--- src/design/lmsaf_pkg.sv ---
`timescale 1ns / 1ps
`default_nettype none
// ----------------------------------------------------------------------------
// lmsaf_pkg
// Shared types, constants and saturation helpers of the LMS adaptive filter.
// ----------------------------------------------------------------------------
package lmsaf_pkg;

  // default filter length
  localparam int unsigned TapsDef = 8;

  // fixed field widths
  localparam int unsigned SampleW = 16;
  localparam int unsigned WeightW = 24;
  localparam int unsigned AccW    = 40;
  localparam int unsigned StepW   = 16;
  localparam int unsigned TapsW   = 4;
  localparam int unsigned MueW    = 33;  // step size times error
  localparam int unsigned DeltaW  = 49;  // step size times error times sample
  localparam int unsigned FracShift = 22;

  localparam logic [StepW-1:0] StepSizeRst = 16'd328;

  // control sequencer states
  typedef enum logic [2:0] {
    ST_IDLE,
    ST_MUL,
    ST_ACC,
    ST_FIN,
    ST_MUE,
    ST_UPD,
    ST_DRAIN
  } lmsaf_state_e;

  // clamp a 41-bit sum to the signed 40-bit accumulator range
  function automatic logic signed [AccW-1:0] sat_acc(input logic signed [AccW:0] x);
    logic signed [AccW-1:0] r;
    if (x[AccW] != x[AccW-1]) begin
      r = x[AccW] ? {1'b1, {(AccW-1){1'b0}}} : {1'b0, {(AccW-1){1'b1}}};
    end else begin
      r = x[AccW-1:0];
    end
    return r;
  endfunction

  // clamp a 29-bit sum to the signed 24-bit weight range
  function automatic logic signed [WeightW-1:0] sat_weight(input logic signed [28:0] x);
    logic signed [WeightW-1:0] r;
    if ((&x[28:23]) || !(|x[28:23])) begin
      r = x[WeightW-1:0];
    end else begin
      r = x[28] ? {1'b1, {(WeightW-1){1'b0}}} : {1'b0, {(WeightW-1){1'b1}}};
    end
    return r;
  endfunction

  // clamp a 20-bit value to the signed 16-bit sample range
  function automatic logic signed [SampleW-1:0] sat_sample(input logic signed [19:0] x);
    logic signed [SampleW-1:0] r;
    if ((&x[19:15]) || !(|x[19:15])) begin
      r = x[SampleW-1:0];
    end else begin
      r = x[19] ? {1'b1, {(SampleW-1){1'b0}}} : {1'b0, {(SampleW-1){1'b1}}};
    end
    return r;
  endfunction

endpackage
`default_nettype wire

--- src/design/lms_adaptive_filter.sv ---
`timescale 1ns / 1ps
`default_nettype none
// ----------------------------------------------------------------------------
// lms_adaptive_filter
// LMS adaptive FIR weight estimator with fixed-point Q2.14 samples.
// ----------------------------------------------------------------------------
// Regressor samples arrive one per request; the request with last_element set
// also carries the desired sample and produces one result (filter output,
// a-priori error, tap count). Weights are Q2.22 in a synchronous memory next
// to a regressor memory, both single read port with a registered read.
// Each stored element passes a memory read, a multiply and a saturating
// accumulate. The last element then forms the result, scales the error by
// the step size, streams the weight read-modify-write pass at one tap per
// cycle and drains it; forming the result may wait for the result register
// to empty. Elements beyond TAPS are dropped, though a last one still forms
// the result. The result register lets the next vector start while a result
// waits. step_size may be written between vectors; restart on the first
// element zeroes all weights at once.
// ----------------------------------------------------------------------------
module lms_adaptive_filter #(
  parameter int unsigned TAPS = lmsaf_pkg::TapsDef
) (
  input  wire                                      clk_i,
  input  wire                                      rst_ni,
  // configuration
  input  wire                                      step_size_we_i,
  input  wire  [lmsaf_pkg::StepW-1:0]               step_size_i,
  // input requests
  input  wire                                      in_valid_i,
  output logic                                     in_ready_o,
  input  wire  logic signed [lmsaf_pkg::SampleW-1:0] regressor_sample_i,
  input  wire  logic signed [lmsaf_pkg::SampleW-1:0] desired_sample_i,
  input  wire                                      last_element_i,
  input  wire                                      restart_i,
  // results
  output logic                                     out_valid_o,
  input  wire                                      out_ready_i,
  output logic signed [lmsaf_pkg::SampleW-1:0]      filter_output_o,
  output logic signed [lmsaf_pkg::SampleW-1:0]      error_value_o,
  output logic [lmsaf_pkg::TapsW-1:0]               taps_seen_o
);
  import lmsaf_pkg::*;

  localparam int unsigned CntW = $clog2(TAPS + 1);
  localparam int unsigned IdxW = (TAPS > 1) ? $clog2(TAPS) : 1;

  lmsaf_state_e state_q, state_d;

  logic [CntW-1:0]           count_q, count_d;
  logic [IdxW-1:0]           upd_idx_q, upd_idx_d;
  logic [IdxW-1:0]           addr_q;
  logic [IdxW-1:0]           rd_addr;
  logic                      rd_valid_q;
  logic signed [AccW-1:0]    acc_q, acc_d;
  logic signed [AccW-1:0]    prod_q;
  logic [StepW-1:0]          step_q;
  logic [TAPS-1:0]           wvalid_q, wvalid_d;
  logic                      out_valid_q, out_valid_d;

  logic signed [SampleW-1:0] u_q, d_q, e_q;
  logic                      last_q;
  logic signed [MueW-1:0]    mue_q;
  logic signed [SampleW-1:0] y_out_q, e_out_q;
  logic [TapsW-1:0]          taps_q;

  logic signed [SampleW-1:0] reg_mem [TAPS];
  logic signed [WeightW-1:0] w_mem [TAPS];
  logic signed [SampleW-1:0] reg_rdata_q;
  logic signed [WeightW-1:0] w_rdata_q;
  logic signed [WeightW-1:0] w_masked;

  logic                      in_acc, store, clear_w, out_load, last_issue, drained;
  logic signed [AccW:0]      y_sum;
  logic signed [18:0]        y_wide;
  logic signed [19:0]        e_wide;
  logic signed [SampleW-1:0] y_sat, e_sat;
  logic signed [SampleW:0]   mu_s;

  logic                      wr_en;
  logic [IdxW-1:0]           wr_addr;
  logic signed [WeightW-1:0] wr_data;

  // request handshake and control decode
  always_comb begin
    in_ready_o = (state_q == ST_IDLE);
    in_acc     = in_valid_i && in_ready_o;
    store      = in_acc && (count_q < CntW'(TAPS));
    clear_w    = in_acc && restart_i && (count_q == '0);
    out_load   = (state_q == ST_FIN) && (!out_valid_q || out_ready_i);
    last_issue = (upd_idx_q == IdxW'(count_q - CntW'(1)));
    drained    = !rd_valid_q && !wr_en;
    rd_addr    = (state_q == ST_UPD) ? upd_idx_q : IdxW'(count_q);
    w_masked   = wvalid_q[addr_q] ? w_rdata_q : '0;
  end

  // next state
  always_comb begin
    state_d = state_q;
    case (state_q)
      ST_IDLE: begin
        if (in_acc) begin
          if (store) begin
            state_d = ST_MUL;
          end else if (last_element_i) begin
            state_d = ST_FIN;
          end
        end
      end
      ST_MUL:   state_d = ST_ACC;
      ST_ACC:   state_d = last_q ? ST_FIN : ST_IDLE;
      ST_FIN:   state_d = out_load ? ST_MUE : ST_FIN;
      ST_MUE:   state_d = ST_UPD;
      ST_UPD:   state_d = last_issue ? ST_DRAIN : ST_UPD;
      ST_DRAIN: state_d = drained ? ST_IDLE : ST_DRAIN;
      default:  state_d = ST_IDLE;
    endcase
  end

  // result rounding and error
  always_comb begin
    y_sum  = (AccW+1)'(acc_q) + (AccW+1)'(1 << (FracShift - 1));
    y_wide = y_sum[AccW:FracShift];
    e_wide = 20'(d_q) - 20'(y_wide);
    y_sat  = sat_sample(20'(y_wide));
    e_sat  = sat_sample(e_wide);
    mu_s   = {1'b0, step_q};
  end

  // control state updates
  always_comb begin
    count_d     = count_q;
    upd_idx_d   = upd_idx_q;
    acc_d       = acc_q;
    wvalid_d    = wvalid_q;
    out_valid_d = out_valid_q && !out_ready_i;
    if (store) begin
      count_d = count_q + CntW'(1);
    end
    if (clear_w) begin
      wvalid_d = '0;
    end
    if (wr_en) begin
      wvalid_d[wr_addr] = 1'b1;
    end
    if (state_q == ST_ACC) begin
      acc_d = sat_acc((AccW+1)'(acc_q) + (AccW+1)'(prod_q));
    end
    if (out_load) begin
      acc_d       = '0;
      out_valid_d = 1'b1;
    end
    if (state_q == ST_MUE) begin
      upd_idx_d = '0;
    end
    if (state_q == ST_UPD) begin
      upd_idx_d = upd_idx_q + IdxW'(1);
    end
    if ((state_q == ST_DRAIN) && drained) begin
      count_d = '0;
    end
  end

  // control registers
  always_ff @(posedge clk_i or negedge rst_ni) begin
    if (!rst_ni) begin
      state_q     <= ST_IDLE;
      count_q     <= '0;
      upd_idx_q   <= '0;
      rd_valid_q  <= 1'b0;
      acc_q       <= '0;
      step_q      <= StepSizeRst;
      wvalid_q    <= '0;
      out_valid_q <= 1'b0;
    end else begin
      state_q     <= state_d;
      count_q     <= count_d;
      upd_idx_q   <= upd_idx_d;
      rd_valid_q  <= (state_q == ST_UPD);
      acc_q       <= acc_d;
      wvalid_q    <= wvalid_d;
      out_valid_q <= out_valid_d;
      if (step_size_we_i) begin
        step_q <= step_size_i;
      end
    end
  end

  // payload registers
  always_ff @(posedge clk_i) begin
    addr_q <= rd_addr;
    if (in_acc) begin
      u_q    <= regressor_sample_i;
      d_q    <= desired_sample_i;
      last_q <= last_element_i;
    end
    if (state_q == ST_MUL) begin
      prod_q <= AccW'(u_q) * AccW'(w_masked);
    end
    if (out_load) begin
      y_out_q <= y_sat;
      e_out_q <= e_sat;
      e_q     <= e_sat;
      taps_q  <= TapsW'(count_q);
    end
    if (state_q == ST_MUE) begin
      mue_q <= MueW'(mu_s) * MueW'(e_q);
    end
  end

  // regressor memory
  always_ff @(posedge clk_i) begin
    if (store) begin
      reg_mem[IdxW'(count_q)] <= regressor_sample_i;
    end
    reg_rdata_q <= reg_mem[rd_addr];
  end

  // weight memory
  always_ff @(posedge clk_i) begin
    if (wr_en) begin
      w_mem[wr_addr] <= wr_data;
    end
    w_rdata_q <= w_mem[rd_addr];
  end

  // weight update pipeline
  lmsaf_weight_alu #(
    .IdxW(IdxW)
  ) u_weight_alu (
    .clk_i       (clk_i),
    .rst_ni      (rst_ni),
    .req_valid_i (rd_valid_q),
    .req_addr_i  (addr_q),
    .mue_i       (mue_q),
    .sample_i    (reg_rdata_q),
    .weight_i    (w_masked),
    .wr_en_o     (wr_en),
    .wr_addr_o   (wr_addr),
    .wr_data_o   (wr_data)
  );

  // result outputs
  assign out_valid_o     = out_valid_q;
  assign filter_output_o = y_out_q;
  assign error_value_o   = e_out_q;
  assign taps_seen_o     = taps_q;

endmodule
`default_nettype wire

--- src/design/lmsaf_weight_alu.sv ---
`timescale 1ns / 1ps
`default_nettype none
// ----------------------------------------------------------------------------
// lmsaf_weight_alu
// Two-stage weight update: multiply by the scaled error, then round and
// saturate the new weight for write-back into the weight memory.
// ----------------------------------------------------------------------------
module lmsaf_weight_alu #(
  parameter int unsigned IdxW = 3
) (
  input  wire                                      clk_i,
  input  wire                                      rst_ni,
  input  wire                                      req_valid_i,
  input  wire  [IdxW-1:0]                          req_addr_i,
  input  wire  logic signed [lmsaf_pkg::MueW-1:0]    mue_i,
  input  wire  logic signed [lmsaf_pkg::SampleW-1:0] sample_i,
  input  wire  logic signed [lmsaf_pkg::WeightW-1:0] weight_i,
  output logic                                     wr_en_o,
  output logic [IdxW-1:0]                          wr_addr_o,
  output logic signed [lmsaf_pkg::WeightW-1:0]     wr_data_o
);
  import lmsaf_pkg::*;

  logic                      s1_valid_q;
  logic [IdxW-1:0]           s1_addr_q;
  logic signed [DeltaW-1:0]  s1_prod_q;
  logic signed [WeightW-1:0] s1_weight_q;

  logic signed [DeltaW:0]    rnd;
  logic signed [27:0]        delta;
  logic signed [28:0]        sum;

  // stage one control
  always_ff @(posedge clk_i or negedge rst_ni) begin
    if (!rst_ni) begin
      s1_valid_q <= 1'b0;
    end else begin
      s1_valid_q <= req_valid_i;
    end
  end

  // stage one product
  always_ff @(posedge clk_i) begin
    s1_addr_q   <= req_addr_i;
    s1_prod_q   <= DeltaW'(mue_i) * DeltaW'(sample_i);
    s1_weight_q <= weight_i;
  end

  // round to nearest, add, saturate
  always_comb begin
    rnd       = (DeltaW+1)'(s1_prod_q) + (DeltaW+1)'(1 << (FracShift - 1));
    delta     = rnd[DeltaW:FracShift];
    sum       = 29'(s1_weight_q) + 29'(delta);
    wr_data_o = sat_weight(sum);
    wr_en_o   = s1_valid_q;
    wr_addr_o = s1_addr_q;
  end

endmodule
`default_nettype wire
--- config.mk ---
export PLATFORM = sky130hd
export DESIGN_NAME = lms_adaptive_filter
export DESIGN_NICKNAME = d
export VERILOG_FILES = /design/src/design/lmsaf_pkg.sv /design/src/design/lms_adaptive_filter.sv /design/src/design/lmsaf_weight_alu.sv
export SDC_FILE = /design/constraint.sdc
export NUM_CORES = 2
export LEC_CHECK = 0
export CORE_MARGIN = 3
export CORE_UTILIZATION = 45
export DETAILED_ROUTE_END_ITERATION = 10
export DONT_BUFFER_PORTS = 1
export PLACE_DENSITY_LB_ADDON = 0.1
export RECOVER_POWER = 50
export SYNTH_ARGS = -nofsm -noshare
export SYNTH_HDL_FRONTEND = slang
export SYNTH_SLANG_ARGS = --single-unit
--- constraint.sdc ---
create_clock -name clk_i -period 21.6 [get_ports clk_i]
set_input_delay 4.32 -clock clk_i [delete_from_list [all_inputs] [get_ports clk_i]]
set_output_delay 4.32 -clock clk_i [all_outputs]
set_load 0.02 [all_outputs]
==> After elaboration in Yosys (flattened, before gate mapping) <==
Memories as Yosys holds them, arrays and structs flattened. A register that Yosys moved wholly into a read port is not among the register bits.
Cells that the tools add are included.
{ "classes": {"add_sub_neg": 8, "n_mul": 3, "magnitude_cmp": 4, "eq_ne": 10, "muxes": 35, "bitwise": 1, "n_reduce_logical": 32} }
{ "op_table": {"columns": ["op", "count"], "rows": [
  ["$mux W40", 4],
  ["$mux W24", 3],
  ["$mux W16", 4],
  ["$add A49 B23 Y50 const B", 1],
  ["$mul A33 B16 Y49", 1],
  ["$add A40 B23 Y41 const B", 1],
  ["$add A40 B40 Y41", 1],
  ["$mul A16 B24 Y40", 1],
  ["$mul A17 B16 Y33", 1],
  ["$add A24 B28 Y29", 1],
  ["$mux W3", 8],
  ["$pmux W3 S7", 1],
  ["$sub A16 B19 Y20", 1],
  ["$mux W8", 2],
  ["$eq A3 B3 Y1 const B", 3],
  ["$logic_and A1 B1 Y1", 9],
  ["$lt A3 B4 Y1 const B", 2],
  ["$mux W4", 2],
  ["$or A8 B8 Y8", 1],
  ["$logic_not A1 Y1", 7],
  ["$mux W1", 7],
  ["$eq A3 B2 Y1 const B", 2],
  ["$reduce_and A6 Y1", 1],
  ["$reduce_bool A2 Y1", 3],
  ["other kinds (22)", 26]
]} }
{ "totals": {"ff_bits": 298, "ram_bits": 320, "in_bits": 55, "mem_count": 2} }
{ "memory_table": {"columns": ["name", "depth", "width", "rd", "rd_ports_with_merged_regs", "wr", "line", "text"], "rows": [
  ["w_mem", 8, 24, 1, 1, 1, "lms_adaptive_filter.sv:67", "logic signed [WeightW-1:0] w_mem [TAPS];"],
  ["reg_mem", 8, 16, 1, 1, 1, "lms_adaptive_filter.sv:66", "logic signed [SampleW-1:0] reg_mem [TAPS];"]
]} }

==> Depth between registers and ports, before layout <==
{ "logic_depth": {"depth_word": 7, "ltp_mapped": 29} }

==> Modules after synthesis <==
From an unflattened synthesis, not the netlist that was laid out.
{ "hier_totals": {"hier_cells": 6921, "area_unflattened_um2": 67835.1} }
{ "by_module_without_submodules": {"columns": ["mod", "n_inst", "cells_each", "area_per_inst_um2", "seq_area_each_um2"], "rows": [
  ["lms_adaptive_filter", 1, 4609, 47113.9, 16639.7],
  ["lmsaf_weight_alu", 1, 2312, 20721.1, 1126.1]
]} }

==> Worst setup path after synthesis <==
OpenSTA, ideal clock, no wires.
{ "synth_path": {"kind": "register to register", "start": "register addr_q[0]", "end": "register prod_q[39], data pin", "setup_time_ps": 260, "t_arrival_ps": 7083, "t_required_ps": 21340, "slack_ps": 14257, "path_stages_with_launch": 29, "n_path_buf": 3, "path_cell_list": "dfxtp_1 -> mux4_2 -> mux2i_1 -> clkbuf_1 -> nor2b_1 -> clkbuf_1 -> and2_1 -> fa_1 -> inv_1 -> fa_1 -> inv_1 -> fa_1 -> fa_1 -> fa_1 -> inv_1 -> fa_1 -> inv_1 -> ha_1 -> clkbuf_1 -> a21oi_1 -> o21ai_0 -> a221oi_1 -> o21ai_1 -> a211oi_1 -> o21a_1 -> o211ai_1 -> a31oi_1 -> o21bai_1 -> xnor2_1"} }
{ "synth_via": {"elab_chain_len": 4} }
{ "synth_rtl": {"columns": ["item", "line", "text"], "rows": [
  ["from (decl)", "lms_adaptive_filter.sv:51", "logic [IdxW-1:0] addr_q;"],
  ["from (signal assigned)", "lms_adaptive_filter.sv:190", "addr_q <= rd_addr;"],
  ["$bmux W1 S3", "lms_adaptive_filter.sv:93", "w_masked = wvalid_q[addr_q] ? w_rdata_q : '0;"],
  ["$mux W1 (not written as such)", "lms_adaptive_filter.sv:93", null],
  ["$mux W24", "lms_adaptive_filter.sv:93", null],
  ["via u_weight_alu.weight_i (one bit)", "lmsaf_weight_alu.sv:17", "input wire logic signed [lmsaf_pkg::WeightW-1:0] weight_i,"],
  ["$mul A16 B24 Y40", "lms_adaptive_filter.sv:197", "prod_q <= AccW'(u_q) * AccW'(w_masked);"],
  ["to (signal assigned)", "lms_adaptive_filter.sv:197", null],
  ["to (decl)", "lms_adaptive_filter.sv:55", "logic signed [AccW-1:0] prod_q;"]
]} }
The timed path passes the listed nets, and every way through them passes these cells. The select of a mux whose other input is x is not followed.
A chain may end at the register's enable or synchronous reset.

==> Worst setup path after layout <==
{ "layout_path": {"start": "register addr_q[0]", "end": "register prod_q[38], data pin"} }
{ "layout_via": {"elab_chain_len": 4} }
{ "layout_rtl": {"columns": ["item", "line"], "rows": [
  ["$bmux W1 S3", "lms_adaptive_filter.sv:93"],
  ["$mux W1 (not written as such)", "lms_adaptive_filter.sv:93"],
  ["$mux W24", "lms_adaptive_filter.sv:93"],
  ["$mul A16 B24 Y40", "lms_adaptive_filter.sv:197"]
]} }
No other way between the ends. The select of a mux whose other input is x is not followed.

==> metrics.csv <==
stage,metric,value,unit
clock_tree,clock slew at reported path FFs,0.06,ns
run_status,failing checks,"max-capacitance violations, max-slew violations",
route,final wirelength,174000,um
critical_path,Buf/Inv on CP,5,
placement,I/O Buffers,0,
run_status,status,"complete, but fails checks",
clock_tree,htree depth,3,
grt,initial antenna violation count,12,
clock_tree,CTS tree,built,
logic_synthesis,sequential element share of the synthesized area,26.6,%
timing,final worst slack,12.94,ns
logic_synthesis,Post-synth top cells,"inv_1, nand2_1, fa_1, edfxtp_1, ha_1",
timing,worst slew pin tran,3.87,ns
route,DRC viols,0,
timing,Setup Viol. Count Final,0,
clock_tree,Num CTS Buffers,74,
logic_synthesis,Synth Area per Inst,9.95,um2
critical_path,depth of the most critical reg-to-reg path,26,
clock_tree,cts hold-fix bufs,0,
route,WL/cell,20.2,um
floorplanning,io pins,93,
worst_hold_path,Hold Path Depth,0,
route,Final ANT Viol Nets,0,
critical_path,Levels on crit path,26,
critical_path,Crit Path Class,flop to flop,
route,DRT Pass-1 Iters,5,
critical_path,Crit Reg-Reg Startpoint,addr_q[0]$_DFF_P_,
critical_path,slowest CP cell,clkbuf_1,
placement,Post-DP HPWL,128000,um
clock_tree,clock sink count,637,
cells_and_area,fin cells,8599,
grt,GR Overflow Total,0,
timing,RSZ-0062 raised after global routing,false,
worst_hold_path,HP Class,flop to flop,
logic_synthesis,"FF+latch count, synth",637,
logic_synthesis,dominant cell type by area after synthesis,fa_1,
logic_synthesis,Area contributors post-synth,"fa_1, edfxtp_1, ha_1",
logic_synthesis,mapped cell area,66900,um2
critical_path,Worst EP arrival,9.09,ns
floorplanning,Core ar.,147000,um2
logic_synthesis,Yosys warning count,0,
clock_tree,Clock Tree Buf Depth,3,
timing,min Tclk post-route,8.66,ns
critical_path,Worst Setup Start Kind,flop,
critical_path,maximum fanout along the worst path,24,
timing,crit share post-route,40.1,%
cells_and_area,area grow syn2layout,6.85,%
cells_and_area,Final Net Count,8163,
grt,largest net degree at the start of global routing,147,
logic_synthesis,cell with the most instances after synthesis,inv_1,
critical_path,WP data required,22.03,ns
critical_path,Top delay family on crit path,adder cells,
logic_synthesis,Synth Flop Type,edfxtp_1,
critical_path,R2R Path End,prod_q[38]$_DFFE_PP_,
logic_synthesis,Synth Net Count,8272,
clock_tree,CTS root buf,clkbuf_16,
logic_synthesis,Syn Inst Count,6721,
critical_path,Critical Path Start,addr_q[0]$_DFF_P_,
floorplanning,Die X,391,um
route,DR vias,45500,
placement,Place WS,13.57,ns
grt,vias in the first global route,48500,
placement,placer congestion estimate,0.846,
timing,Setup TNS,0,ns
route,Iter 0 DRT Violations,2745,
logic_synthesis,asr flop ratio synth,12.1,%
cells_and_area,share of layout cells above drive strength 1,3.39,%
critical_path,CP endpoint kind,flop,
timing,final hold viol count,0,
job,max cap viols,14,
timing,slew margin rel.,-158,%
cells_and_area,Fillers,13700,
grt,global-route wire length before repair,281000,um
clock_tree,Clock Latency Late Sink,0.72,ns
critical_path,FF-to-FF setup slack,12.94,ns
logic_synthesis,Post-synth EDFFs,462,
critical_path,last element of the critical path,prod_q[38]$_DFFE_PP_,
timing,final worst hold slack,0.377,ns
floorplanning,# rows,140,
timing,Pins Over Slew Limit,515,
floorplanning,Initial Util,45.6,%
critical_path,CP peak stage delay,0.84,ns
floorplanning,die height,391,um
clock_tree,Post-CTS Setup Repair Bufs,0,
grt,All-Layer GR Usage,23.8,%
logic_synthesis,synth unique cells,77,
logic_synthesis,top cell type's share of synthesized area,32.0,%
timing,Worst Clk Skew,0.0615,ns
route,via/cell ratio,5.30,
clock_tree,post-cts sizing count,0,
placement,dpl cells,8453,
floorplanning,Total Die Area,153000,um2
critical_path,crit-path most repeated cell,fa_1,
timing,Max Clk Rate,0.116,GHz
## worst register-to-register path: stages, from the launching register on
cell and delay [ns]:
dfxtp_1 0.40, mux4_2 0.53, mux2i_2 0.15, clkbuf_1 0.84, nor2b_1 0.59, and2_1 0.36, fa_1 0.53, inv_1 0.05
fa_1 0.47, fa_1 0.52, inv_1 0.05, fa_1 0.49, fa_1 0.50, inv_1 0.05, fa_1 0.48, inv_1 0.05
ha_1 0.22, a21o_1 0.19, a21o_1 0.18, a21oi_1 0.28, nand3b_1 0.13, a311oi_1 0.27, o21bai_1 0.23, a2111oi_0 0.39
o21ai_0 0.15, a21oi_1 0.19, xnor2_1 0.08
## stage by stage
stage                     util, %  area [um2]
after floorplan                 -       66900
after global placement       47.1       69000
after detailed placement     47.1       69000
after CTS                    48.8       71600
after global routing         48.7       71400
final                        48.7       71400
## cell type report
cell class                      count  area (um2)  share of cell area [%]
Antenna cell                        8        20.0                  0.0280
Clock buffer                       97        2010                    2.81
Clock inverter                     41         542                   0.758
Inverter                         1226        4600                    6.45
Multi-Input combinational cell   4587       43600                    61.0
Sequential cell                   637       17800                    24.9
Tap cell                         1917        2400                    3.36
Timing Repair Buffer               86         527                   0.737
## state kept, by name, summed over array words and instances, names as in the netlist, 4 cells and up
name                      cells
acc_q                        40
count_q                       4
d_q                          16
error_value_o                16
filter_output_o              16
mue_q                        33
prod_q                       40
reg_mem                     128
reg_rdata_q                  16
step_q                       16
taps_seen_o                   4
u_q                          16
u_weight_alu.s1_prod_q       28
u_weight_alu.s1_weight_q     24
w_mem                       192
w_rdata_q                    24
wvalid_q                      8
## worst min-delay path by stage
stage,from,to,slack [ns]
floorplan,addr_q[2]$_DFF_P_,u_weight_alu.wr_addr_o[2]$_DFF_P_,0.35
global placement,addr_q[2]$_DFF_P_,u_weight_alu.wr_addr_o[2]$_DFF_P_,0.37
detailed placement,addr_q[2]$_DFF_P_,u_weight_alu.wr_addr_o[2]$_DFF_P_,0.37
CTS,addr_q[2]$_DFF_P_,u_weight_alu.wr_addr_o[2]$_DFF_P_,0.38
global route,addr_q[2]$_DFF_P_,u_weight_alu.wr_addr_o[2]$_DFF_P_,0.38
finish,addr_q[2]$_DFF_P_,u_weight_alu.wr_addr_o[2]$_DFF_P_,0.38
## placed cells by master, fill, tap and decap left out, drive strengths merged, types with 31 or more instances in the layout
cell type	n
a21o	98
a21oi	166
a221o	40
and2	420
buf	51
clkbuf	132
clkinv	31
dfrtp	74
dfxtp	98
edfxtp	462
fa	1070
ha	426
inv	1228
nand2	1146
nand2b	73
nand3	252
nor2	135
nor2b	51
o21ai	169
xnor2	167
xor2	63
## metal layers
metal  part of all wire, %  wire [um]  up-vias  track usage [%]
li1                      -          -    20800                -
met3                   5.2       9110      206             3.22
met5                     0          0        -            0.128
met4                   2.5       4310        0             5.78
met2                    47      81800     1128             38.9
met1                    45      78600    23400             33.5
## cell families (layout without fill, tap and decap cells)
group | after synthesis | in the layout | synth area share (%)
DFF | 637 | 637 | 26.6
and+or+nand+nor | 2186 | 2186 | 15.2
buffers and inverters | 1497 | 1450 | 8.43
xor gates and xnor gates | 230 | 230 | 3.01
AOI/OAI and AO/OA | 653 | 653 | 6.39
other | 0 | 8 | 0
adders and majority gates | 1496 | 1496 | 40.0
muxes | 22 | 22 | 0.397
Power is not shown: default switching activity piles up to over one toggle a cycle in this logic, so the estimate is an artifact.
